`config.mk`:
```
export PLATFORM = sky130hd
export DESIGN_NAME = ple_cell
export DESIGN_NICKNAME = d
export VERILOG_FILES = /design/src/ple_pkg.sv /design/src/ple_cell.sv
export SDC_FILE = /design/constraint.sdc
export NUM_CORES = 1
export LEC_CHECK = 0
export BUFFER_PORTS_ARGS = -buffer_cell sky130_fd_sc_hd__buf_2
export CAP_MARGIN = 20
export CORE_AREA = 5 5 86 88
export CTS_BUF_LIST = sky130_fd_sc_hd__clkbuf_16
export CTS_CLUSTER_SIZE = 14
export DETAILED_ROUTE_END_ITERATION = 16
export DIE_AREA = 0 0 91 93
export PLACE_DENSITY = 0.7
export SETUP_SLACK_MARGIN = 0.15
export SLEW_MARGIN = 30
export SYNTH_ARGS = -nofsm -noshare
export SYNTH_HDL_FRONTEND = slang
export SYNTH_SLANG_ARGS = --single-unit
```
`constraint.sdc`:
```
create_clock -name clk -period 5.5 [get_ports clk]
set_clock_uncertainty 0.15 [all_clocks]
set_input_delay 1.1 -clock clk [delete_from_list [all_inputs] [get_ports clk]]
set_output_delay 1.1 -clock clk [all_outputs]
set_load 0.05 [all_outputs]
```
`src/ple_pkg.sv`:
```
// shared types and codes for the positional list engine
package ple_pkg;

  localparam int unsigned DEF_CAPACITY = 64;
  localparam int unsigned DATA_W       = 32;
  // wide enough for any position or count up to the largest supported capacity
  localparam int unsigned IDX_W        = 13;

  localparam logic [2:0] FUNC_INSERT = 3'd0;
  localparam logic [2:0] FUNC_DELETE = 3'd1;
  localparam logic [2:0] FUNC_SET    = 3'd2;
  localparam logic [2:0] FUNC_GET    = 3'd3;
  localparam logic [2:0] FUNC_LOCATE = 3'd4;
  localparam logic [2:0] FUNC_CLEAR  = 3'd5;

  localparam logic [1:0] ST_OK    = 2'd0;
  localparam logic [1:0] ST_RANGE = 2'd1;
  localparam logic [1:0] ST_FULL  = 2'd2;

  typedef enum logic [1:0] {
    CMD_HOLD,
    CMD_LOAD,
    CMD_SHIFT_UP,
    CMD_SHIFT_DOWN
  } cell_cmd_t;

  // broadcast to every cell of the chain
  typedef struct packed {
    logic              capture;
    cell_cmd_t         cmd;
    logic [IDX_W-1:0]  lo;
    logic [IDX_W-1:0]  hi;
    logic [IDX_W-1:0]  limit;
    logic [DATA_W-1:0] value;
  } ple_ctrl_t;

endpackage

```
`src/ple_cell.sv`:
```
// one list slot: holds an element, shifts to/from its neighbors, flags match and select
module ple_cell import ple_pkg::*; #(
  parameter int unsigned IDX = 0
) (
  input  logic              clk,
  input  ple_ctrl_t         ctrl,
  input  logic [DATA_W-1:0] left_data,
  input  logic [DATA_W-1:0] right_data,
  output logic [DATA_W-1:0] data,
  output logic              hit,
  output logic              sel
);

  localparam logic [IDX_W-1:0] MY = IDX_W'(IDX);

  always_ff @(posedge clk) begin
    case (ctrl.cmd)
      CMD_LOAD: begin
        if (MY == ctrl.lo) data <= ctrl.value;
      end
      CMD_SHIFT_UP: begin
        if (MY == ctrl.lo) begin
          data <= ctrl.value;
        end else if (MY > ctrl.lo && MY <= ctrl.hi) begin
          data <= left_data;
        end
      end
      CMD_SHIFT_DOWN: begin
        if (MY >= ctrl.lo && MY < ctrl.hi) data <= right_data;
      end
      default: begin
      end
    endcase
    // flags see the contents before this request's update
    if (ctrl.capture) begin
      hit <= (data == ctrl.value) && (MY < ctrl.limit);
      sel <= (MY == ctrl.lo);
    end
  end

endmodule

```
==> results of run 1 <==
power breakdown:
group	switching [mW]	internal, mW
Clock	0.0941	0.163
Combinational	0.0590	0.0713
Sequential	0.000199	0.289
Total	0.153	0.523
how the worst max path moves through the flow:
stage,endpoint,slack [ps],cells after the start
after floorplan,data[0]$_DFFE_PP_,770,3
after CTS,data[6]$_DFFE_PP_,2670,4
after global placement,data[6]$_DFFE_PP_,2400,4
after global routing,data[4]$_DFFE_PP_,2570,4
final,data[25]$_DFFE_PP_,2700,4
after detailed placement,data[6]$_DFFE_PP_,2390,4
worst max-delay path: stages:
cell	delay [ps]
buf_2	580
nor2_1	170
a311oi_4	280
buf_4	430
layout make-up:
| cell class | count | area, um2 |
|---|---|---|
| Multi-Input combinational cell | 126 | 1040 |
| Inverter | 2 | 7.51 |
| Fill cell | 629 | 3390 |
| Tap cell | 80 | 100 |
| Clock inverter | 3 | 11.3 |
| Clock buffer | 5 | 125 |
| Sequential cell | 34 | 1020 |
| Timing Repair Buffer | 173 | 868 |
Yosys cell counts (2+ instances only):
cell | instances | area, um2
inv_1 | 2 | 7.51
a2bb2oi_2 | 10 | 150
xor2_1 | 24 | 210
buf_6 | 5 | 56.3
nor4_1 | 11 | 68.8
edfxtp_1 | 34 | 1020
clkbuf_1 | 6 | 22.5
nand4_1 | 5 | 31.3
o22ai_1 | 32 | 200
nor2_1 | 3 | 11.3
nor3_1 | 3 | 15.0
a2bb2oi_1 | 22 | 193
xnor2_1 | 8 | 70.1
nor4_2 | 2 | 25.0
per-layer routing:
| layer | track usage, % | up-vias | wire [um] |
|---|---|---|---|
| met3 | 4.10 | 2 | 520 |
| met5 | 0 | - | 0 |
| met4 | 3.06 | 0 | 18 |
| met1 | 19.4 | 986 | 2860 |
| met2 | 29.0 | 79 | 3620 |
| li1 | - | 1061 | - |
per-stage QoR:
stage                     instances  setup WS, ps
after floorplan                 175           774
final                           423          2700
after detailed placement        415          2390
after global placement          415          2400
after CTS                       423          2670
after global routing            423          2570
kinds of logic (layout without fill, tap and decap cells):
kind of cell / after synthesis / count (layout) / share of synthesized area, %
DFF: 34 / 34 / 47.6
buffers and inverters: 15 / 183 / 4.55
AOI/OAI and AO/OA: 67 / 67 / 27.0
and+or+nand+nor: 27 / 27 / 7.82
xor gates and xnor gates: 32 / 32 / 13.1
state kept, by name (all words and copies together) (netlist names):
signal / count
sel: 1
hit: 1
data: 32
==> parameters.txt, run 1 <==
Parameter                              Value

Critical path
  Data arrival, critical path ... 2570 ps
  Depth of the worst register-to-register path ... 4
  Worst path required time ... 5270 ps
  Capture point of the worst reg-to-reg path ... hit$_DFFE_PP_
  Critical R2R Launch ... data[15]$_DFFE_PP_
  Type of destination of the critical path ... flop
  Highest net fanout along the worst path ... 35
  Start point of the critical path ... ctrl[72]
  Crit Path Class ... in2reg
  Setup slack on the worst flop-to-flop path ... 3770 ps
  Startpoint Class ... input port

GRT
  Initial antenna violation count ... 0
  Sum of overflow across all layers after global routing ... 0
  Global-route usage over all layers ... 16.1%
  Via count of the first global-routing pass ... 2,359
  First-pass GRT wire length ... 11,100 um
  Pin count of the biggest net entering global routing ... 36

Yosys
  Post-synth net total ... 314
  Cells after synthesis ... 175
  Library cells used by synthesis ... 22
  Most used flip-flop cell after synthesis ... edfxtp_1
  Register bit count reported by yosys ... 34
  Area of the mapped netlist ... 2140 um2
  Post-synth ARST share ... 0%
  Avg Inst Size Synth ... 12.3 um2
  Count of flip-flops with a built-in enable after synthesis ... 34
  Warnings from Yosys ... 0
  Sequential cell area fraction in the yosys report ... 47.6%

Detailed routing
  Post-detailed-route wirelength per cell ... 16.6 um
  Number of detailed-routing iterations run before antenna repair ... 4
  Violation count after the first detailed-route iteration ... 59
  Detail-routed via count per cell ... 5.03
  Drc violations ... 0
  Number of routed nets with antenna violations ... 0
  WL final ... 7030 um
  Via total after detailed routing ... 2,128

STA
  Least-Margin Pin Slew ... 749 ps
  Fmax ... 357 MHz
  Worst hold slack after final layout ... 586 ps
  Post-route clock period utilization ... 50.9%
  Endpoints failing setup ... 0
  Post-layout min period ... 2800 ps
  Slew Viols, Final ... 0
  Unrepaired setup endpoints after global routing ... no
  Hold violation count in the final report ... 0
  Relative max-transition margin ... 50.1%
  Final-layout setup total negative slack ... 0 ps

Clock network
  Number of clock buffers inserted by TritonCTS ... 5
  CTS tree ... yes
  Number of H-tree levels ... 2
  Hold-fix buffers at CTS ... 0
  Count of buffers added by post-CTS timing repair for setup ... 0
  Max clock buf depth ... 2
  CTS Root Buffer Type ... clkbuf_16
  Clk pin slew, worst setup/hold paths ... 50 ps
  Post-cts resize count ... 0
  Clock Latency Late Sink ... 270 ps
  Clock sinks ... 34

Final layout
  Fraction of layout cells with a size suffix above 1 ... 56.6%
  Leading cell type in the layout, fill and taps excluded ... buf_2
  Highest-count cells in the layout ignoring fill and taps ... buf_2 (172), edfxtp_1 (34), o22ai_1 (32)
  Utilization after layout ... 48.4%
  Area added between synthesis and finish ... 48.1%
  Diodes inserted ... 0
  Final Cell Area ... 3180 um2
  Net count, final ... 481

Power and ir drop
  Cell area power density ... 213 nW/um2
  Worst voltage drop across the vdd grid ... 0.000121 V
  Leakage ... 1.41 nW
  Power consumption ... 676 uW

Floorplan
  Ports placed on the boundary ... 173
  Area enclosed by the die boundary ... 8460 um2
  Die boundary height ... 93 um
  Die Width ... 91 um
  Std-Cell Core Area ... 6570 um2
  Starting density of the core ... 32.6%
  Count of standard-cell rows ... 30

Min path
  Beginning of the worst hold path ... data[4]$_DFFE_PP_
  Class of the most critical hold timing path ... reg2reg
  Worst-case hold path end point ... hit$_DFFE_PP_
  Cell count of the worst hold path ... 3

Outcome
  Run status ... complete, no violations

Place
  Routability congestion estimate ... 0.746
  Number of buffers inserted by port buffering ... 172
  HPWL Detailed ... 5560 um
  Placed inst area ... 3040 um2

Run
  Max Cap Viol ... 0
Note: power is estimated with default switching activity, not from simulation.
==> run 2: changes to the inputs <==
==> constraint.sdc (replaced) <==
create_clock -name clk -period 2.8 [get_ports clk]
set_clock_uncertainty 0.15 [all_clocks]
set_input_delay 0.56 -clock clk [delete_from_list [all_inputs] [get_ports clk]]
set_output_delay 0.56 -clock clk [all_outputs]
set_load 0.05 [all_outputs]
==> parameters.txt, run 2 (same netlist as run 1, synthesis figures left out) <==
Parameter                              Value

Clock network
  Count of buffers added by post-CTS timing repair for setup ... 0 (unchanged)
  Clock Latency Late Sink ... 270 ps (about the same)
  Max clock buf depth ... 2 (unchanged)
  Number of H-tree levels ... 2 (unchanged)
  Post-cts resize count ... 0 (unchanged)
  Hold-fix buffers at CTS ... 0 (unchanged)
  CTS Root Buffer Type ... clkbuf_16
  Clock sinks ... 34 (unchanged)
  Clk pin slew, worst setup/hold paths ... 50 ps (about the same)
  CTS tree ... yes
  Number of clock buffers inserted by TritonCTS ... 5 (unchanged)

Power and ir drop
  Power share of the clock group ... 42.0% (+4.0 points)
  Leakage ... 1.44 nW (+2.2%)
  Switching power total ... 300 uW (+96%)
  Total internal power ... 1.12 mW (+110%)
  Sequential power share ... 39.9% (-2.8 points)
  Part of the power in combinational logic ... 18.1% (-1.2 points)
  Worst voltage drop across the vdd grid ... 0.000237 V (+97%)
  Power consumption ... 1.42 mW (+110%)
  Cell area power density ... 442 nW/um2 (+110%)
  Switching portion of total power ... 21.1% (-1.6 points)

Run
  Max Cap Viol ... 0 (unchanged)

Critical path
  Highest net fanout along the worst path ... 32 (-8.6%)
  Data arrival, critical path ... 2010 ps (-560 ps)
  Crit Path Class ... in2reg
  Type of destination of the critical path ... flop
  Biggest cell delay along the critical path ... 510 ps (-70 ps)
  Startpoint Class ... input port
  Max stage delay cell, worst path ... or4_1
  Ordered cell list for the critical path ... buf_2 -> or4_1 -> nor4_1 -> a311oi_4 -> buf_4
  Worst path required time ... 2630 ps (-2640 ps)

STA
  Unrepaired setup endpoints after global routing ... no
  Final-layout setup total negative slack ... 0 ps (unchanged)
  Worst hold slack after final layout ... 371 ps (-215 ps)
  Hold violation count in the final report ... 0 (unchanged)
  Relative max-transition margin ... 52.0% (+1.9 points)
  Fmax ... 458 MHz
  Least-Margin Pin Slew ... 719 ps (-29.2 ps)
  Slew Viols, Final ... 0 (unchanged)
  Post-route clock period utilization ... 77.9%
  Endpoints failing setup ... 0 (unchanged)
  Post-layout min period ... 2180 ps

Place
  Routability congestion estimate ... 0.762 (+2.3%)
  Placed inst area ... 3060 um2 (+0.49%)
  Number of buffers inserted by port buffering ... 172 (unchanged)
  HPWL Detailed ... 5470 um (-1.5%)

Floorplan
  Count of standard-cell rows ... 30 (unchanged)
  Die Width ... 91 um (unchanged)
  Std-Cell Core Area ... 6570 um2 (unchanged)
  Starting density of the core ... 32.6% (unchanged)
  Area enclosed by the die boundary ... 8460 um2 (unchanged)
  Die boundary height ... 93 um (unchanged)
  Ports placed on the boundary ... 173 (unchanged)

GRT
  Pin count of the biggest net entering global routing ... 34 (-5.6%)
  Initial antenna violation count ... 0 (unchanged)
  First-pass GRT wire length ... 11,400 um (+2.0%)
  Sum of overflow across all layers after global routing ... 0 (unchanged)
  Via count of the first global-routing pass ... 2,404 (+1.9%)
  Global-route usage over all layers ... 16.2% (+0.18 points)

Detailed routing
  Post-detailed-route wirelength per cell ... 16.2 um (-2.4%)
  Violation count after the first detailed-route iteration ... 60 (+1.7%)
  Number of routed nets with antenna violations ... 0 (unchanged)
  Number of detailed-routing iterations run before antenna repair ... 4 (unchanged)
  Drc violations ... 0 (unchanged)
  Via total after detailed routing ... 2,141 (+0.61%)
  Detail-routed via count per cell ... 5.04 (+0.14%)
  WL final ... 6890 um (-1.9%)

Final layout
  Highest-count cells in the layout ignoring fill and taps ... buf_2 (172), edfxtp_1 (34), o22ai_1 (32)
  Net count, final ... 483 (+0.42%)
  Largest registers ranked by flip-flop count ... data: 32 flops, hit: 1 flops, sel: 1 flops
  Diodes inserted ... 0 (unchanged)
  Final Cell Area ... 3220 um2 (+1.3%)
  Largest register FFs ... 32 (unchanged)
  Fraction of layout cells with a size suffix above 1 ... 56.8% (+0.25 points)
  Fill count ... 630 (+0.16%)
  Area added between synthesis and finish ... 50.1%
  Reg with most FFs ... data
  Leading cell type in the layout, fill and taps excluded ... buf_2

Min path
  Class of the most critical hold timing path ... in2reg

Outcome
  Run status ... complete, no violations
[run 2: changes by cell type in the layout (fill, tap and decap cells not counted)]
| cell | before | now |
|---|---|---|
| inv_2 | 1 | 0 |
| clkinv_1 | 3 | 0 |
| bufinv_16 | 0 | 1 |
| inv_1 | 1 | 4 |
| buf_4 | 1 | 3 |
[run 2: per-stage QoR]
stage	util [%]	instances	setup WS (ps)
floorplan	-	175	166
global placement	46.5	417	369
detailed placement	46.5	417	306
CTS	49.0	425	592
global route	49.0	425	503
finish	49.0	425	618
[run 2: path summary, 6_finish.rpt]
check / from / depth (start not counted) / slack (ps) / to
max reg2reg: data[15]$_DFFE_PP_ / 4 / 1010 / hit$_DFFE_PP_
min: ctrl[73] / 1 / 370 / hit$_DFFE_PP_
min reg2reg: data[17]$_DFFE_PP_ / 3 / 580 / hit$_DFFE_PP_
max: ctrl[53] / 5 / 620 / data[27]$_DFFE_PP_
[run 2: critical path, delay by kind of cell]
family | cells | cell delay, ps
buffers and inverters | 2 | 380
AO/OA/AOI/OAI | 1 | 160
AND/OR/NAND/NOR | 2 | 890
[run 2: layout make-up]
cell class / count / area [um2] / share of cell area (%)
timing repair buffer: 175 / 883 / 27.4
clock buffer: 5 / 125 / 3.89
multi-input combinational: 126 / 1040 / 32.4
clock inverter: 3 / 37.5 / 1.17
inverter: 2 / 7.51 / 0.233
sequential: 34 / 1020 / 31.7
tap: 80 / 100 / 3.11
[run 2: metal layers]
metal,wire length [um],track usage (%),vias up,share of wire (%)
met1,2730,19.9,986,40
met5,0,0,-,0
met4,21,3.06,0,0.30
met2,3530,28.8,93,51
li1,-,-,1060,-
met3,607,4.34,2,8.8
[run 2: power by group through the flow]
| stage | combinational [mW] | sequential, mW | clock, mW |
|---|---|---|---|
| 2_1_floorplan | 0.129 | 0.583 | 0 |
| 3_3_place_gp | 0.253 | 0.577 | 0 |
| 3_5_place_dp | 0.260 | 0.578 | 0 |
| 4_1_cts | 0.260 | 0.567 | 0.612 |
| 5_1_grt | 0.286 | 0.567 | 0.635 |
| 6_report | 0.257 | 0.567 | 0.597 |
==> run 3: changes to the inputs <==
--- a/config.mk
+++ b/config.mk
@@ -12,7 +12,7 @@
 export CTS_CLUSTER_SIZE = 14
 export DETAILED_ROUTE_END_ITERATION = 16
 export DIE_AREA = 0 0 91 93
-export PLACE_DENSITY = 0.7
+export PLACE_DENSITY = 0.72
 export SETUP_SLACK_MARGIN = 0.15
 export SLEW_MARGIN = 30
 export SYNTH_ARGS = -nofsm -noshare
==> constraint.sdc (replaced) <==
create_clock -name clk -period 1.8 [get_ports clk]
set_clock_uncertainty 0.15 [all_clocks]
set_input_delay 0.36 -clock clk [delete_from_list [all_inputs] [get_ports clk]]
set_output_delay 0.36 -clock clk [all_outputs]
set_load 0.05 [all_outputs]
==> parameters.txt, run 3 (same netlist as run 1, synthesis figures left out) <==
Parameter                              Value

Outcome
  Run status ... finished with violations
  Failing checks ... setup timing

Power and ir drop
  Cell area power density ... 587 nW/um2 (+33%)
  Worst voltage drop across the vdd grid ... 0.000353 V (+49%)
  Leakage ... 1.61 nW (+12%)

Clock network
  Clk pin slew, worst setup/hold paths ... 50 ps (about the same)
  CTS Root Buffer Type ... clkbuf_16
  CTS tree ... yes
  Max clock buf depth ... 2 (unchanged)
  Clock sinks ... 34 (unchanged)
  Clock Latency Late Sink ... 270 ps (about the same)
  Number of clock buffers inserted by TritonCTS ... 5 (unchanged)
  Number of H-tree levels ... 2 (unchanged)

Detailed routing
  Drc violations ... 0 (unchanged)
  Post-detailed-route wirelength per cell ... 18.6 um (+15%)
  Via total after detailed routing ... 2,282 (+6.6%)
  WL final ... 8320 um (+21%)
  Detail Route met3 WL ... 551 um (-9.2%)
  Top routing layer in use ... met4
  Detail-routed via count per cell ... 5.11 (+1.3%)
  Number of routed nets with antenna violations ... 0 (unchanged)
  Routed length on met1 ... 3150 um (+15%)
  Sum of met2 wire segment lengths after detailed routing ... 4580 um (+30%)
  Violation count after the first detailed-route iteration ... 60 (unchanged)
  Number of detailed-routing iterations run before antenna repair ... 4 (unchanged)

Final layout
  Diodes inserted ... 0 (unchanged)
  Leading cell type in the layout, fill and taps excluded ... buf_2
  Largest registers ranked by flip-flop count ... data: 32 flops, hit: 1 flops, sel: 1 flops
  Fill count ... 577 (-8.4%)
  Reg with most FFs ... data
  Area added between synthesis and finish ... 74.6%
  Highest-count cells in the layout ignoring fill and taps ... buf_2 (167), edfxtp_1 (34), o22ai_1 (32)
  Area occupied by multi-input gates ... 1320 um2 (+26%)
  Largest register FFs ... 32 (unchanged)
  Utilization after layout ... 57.0% (+8.0 points)
  Net count, final ... 505 (+4.6%)
  Register area ... 1020 um2 (unchanged)
  Fraction of layout cells with a size suffix above 1 ... 67.8% (+11 points)

GRT
  Global-route usage over all layers ... 18.7% (+2.5 points)
  First-pass GRT wire length ... 12,600 um (+11%)
  Via count of the first global-routing pass ... 2,515 (+4.6%)
  Initial antenna violation count ... 0 (unchanged)
  Pin count of the biggest net entering global routing ... 20 (-41%)
  Sum of overflow across all layers after global routing ... 0 (unchanged)

STA
  Fmax ... 548 MHz
  Unrepaired setup endpoints after global routing ... yes
  Relative max-transition margin ... 64.6% (+13 points)
  Worst hold slack after final layout ... 172 ps (-200 ps)
  Slew Viols, Final ... 0 (unchanged)
  Post-layout min period ... 1830 ps
  Hold violation count in the final report ... 0 (unchanged)
  Worst setup margin ... -26.0 ps (-644 ps)
  Least-Margin Pin Slew ... 526 ps (-193 ps)
  Post-route clock period utilization ... 101%
  Endpoints failing setup ... 32 (+32)
  Final-layout setup total negative slack ... -601 ps (-601 ps)

Min path
  Class of the most critical hold timing path ... in2reg

Floorplan
  Ports placed on the boundary ... 173 (unchanged)
  Starting density of the core ... 32.6% (unchanged)
  Area enclosed by the die boundary ... 8460 um2 (unchanged)
  Die Width ... 91 um (unchanged)
  Count of standard-cell rows ... 30 (unchanged)
  Std-Cell Core Area ... 6570 um2 (unchanged)
  Die boundary height ... 93 um (unchanged)

Critical path
  Type of destination of the critical path ... flop
  Worst path required time ... 1680 ps (-950 ps)
  Startpoint Class ... input port
  Crit Path Class ... in2reg
  Highest net fanout along the worst path ... 13 (-59%)
  Data arrival, critical path ... 1710 ps (-300 ps)

Place
  Routability congestion estimate ... 0.760 (-0.33%)
  Number of buffers inserted by port buffering ... 172 (unchanged)
  HPWL Detailed ... 5990 um (+9.5%)

Run
  Max Cap Viol ... 0 (unchanged)
[run 3: cell count changes in the layout (fill, tap and decap cells not counted), moves of 2 or more]
cell / before / now
nor4_1: 11 / 4
nor4_2: 2 / 5
buf_16: 0 / 2
buf_6: 0 / 8
buf_2: 172 / 167
buf_4: 3 / 13
a2bb2oi_2: 10 / 31
buf_12: 0 / 4
o21a_4: 1 / 4
a2bb2oi_1: 22 / 1
nor4_4: 0 / 4
[run 3: worst paths after layout]
path,from,end,slack [ps],depth (start not counted)
setup / recovery,ctrl[53],data[21]$_DFFE_PP_,-30,7
hold / removal,ctrl[73],hit$_DFFE_PP_,170,1
setup reg to reg,data[3]$_DFFE_PP_,hit$_DFFE_PP_,120,4
hold reg to reg,data[4]$_DFFE_PP_,hit$_DFFE_PP_,650,3
[run 3: layer usage]
layer / vias to the layer above / GRT usage (%)
li1: 1118 / -
met1: 1071 / 21.5
met2: 89 / 35.5
met3: 4 / 4.83
met4: 0 / 2.69
met5: - / 0
[run 3: power breakdown]
| part | switching (mW) | internal, mW |
|---|---|---|
| registers | 0.000668 | 0.881 |
| clock network | 0.308 | 0.500 |
| logic | 0.232 | 0.278 |
[run 3: layout make-up]
cell class	instances	share of cell area, %
multi-input combinational	129	35.2
timing repair buffer	194	30.9
sequential	34	27.3
clock buffer	5	3.34
tap	80	2.67
clock inverter	3	0.334
inverter	2	0.200
[run 3: critical path: stages]
cell      delay [ps]
buf_6             90
or4_4            540
nor4_4           160
buf_4            160
a311oi_4          90
buf_6            170
buf_12           140
[run 3: what timing repair did]
item | in CTS | in global routing
resized for setup | 34 | 13
buffers inserted | 5 | 0
cloned | 5 | 0
hold buffers | 0 | 0
pin swaps | 3 | 11
endpoints found under the setup margin | 65 | 65
[run 3: through the flow]
| step | cells | total power [mW] | setup WS [ps] | area, um2 |
|---|---|---|---|---|
| final | 447 | 2.20 | -26.0 | 3740 |
| after global placement | 429 | 1.32 | -245 | 3210 |
| after global routing | 447 | 2.31 | -63.1 | 3740 |
| after detailed placement | 429 | 1.33 | -290 | 3210 |
| after floorplan | 175 | 1.11 | -608 | 2180 |
| after CTS | 447 | 2.21 | 22.2 | 3660 |
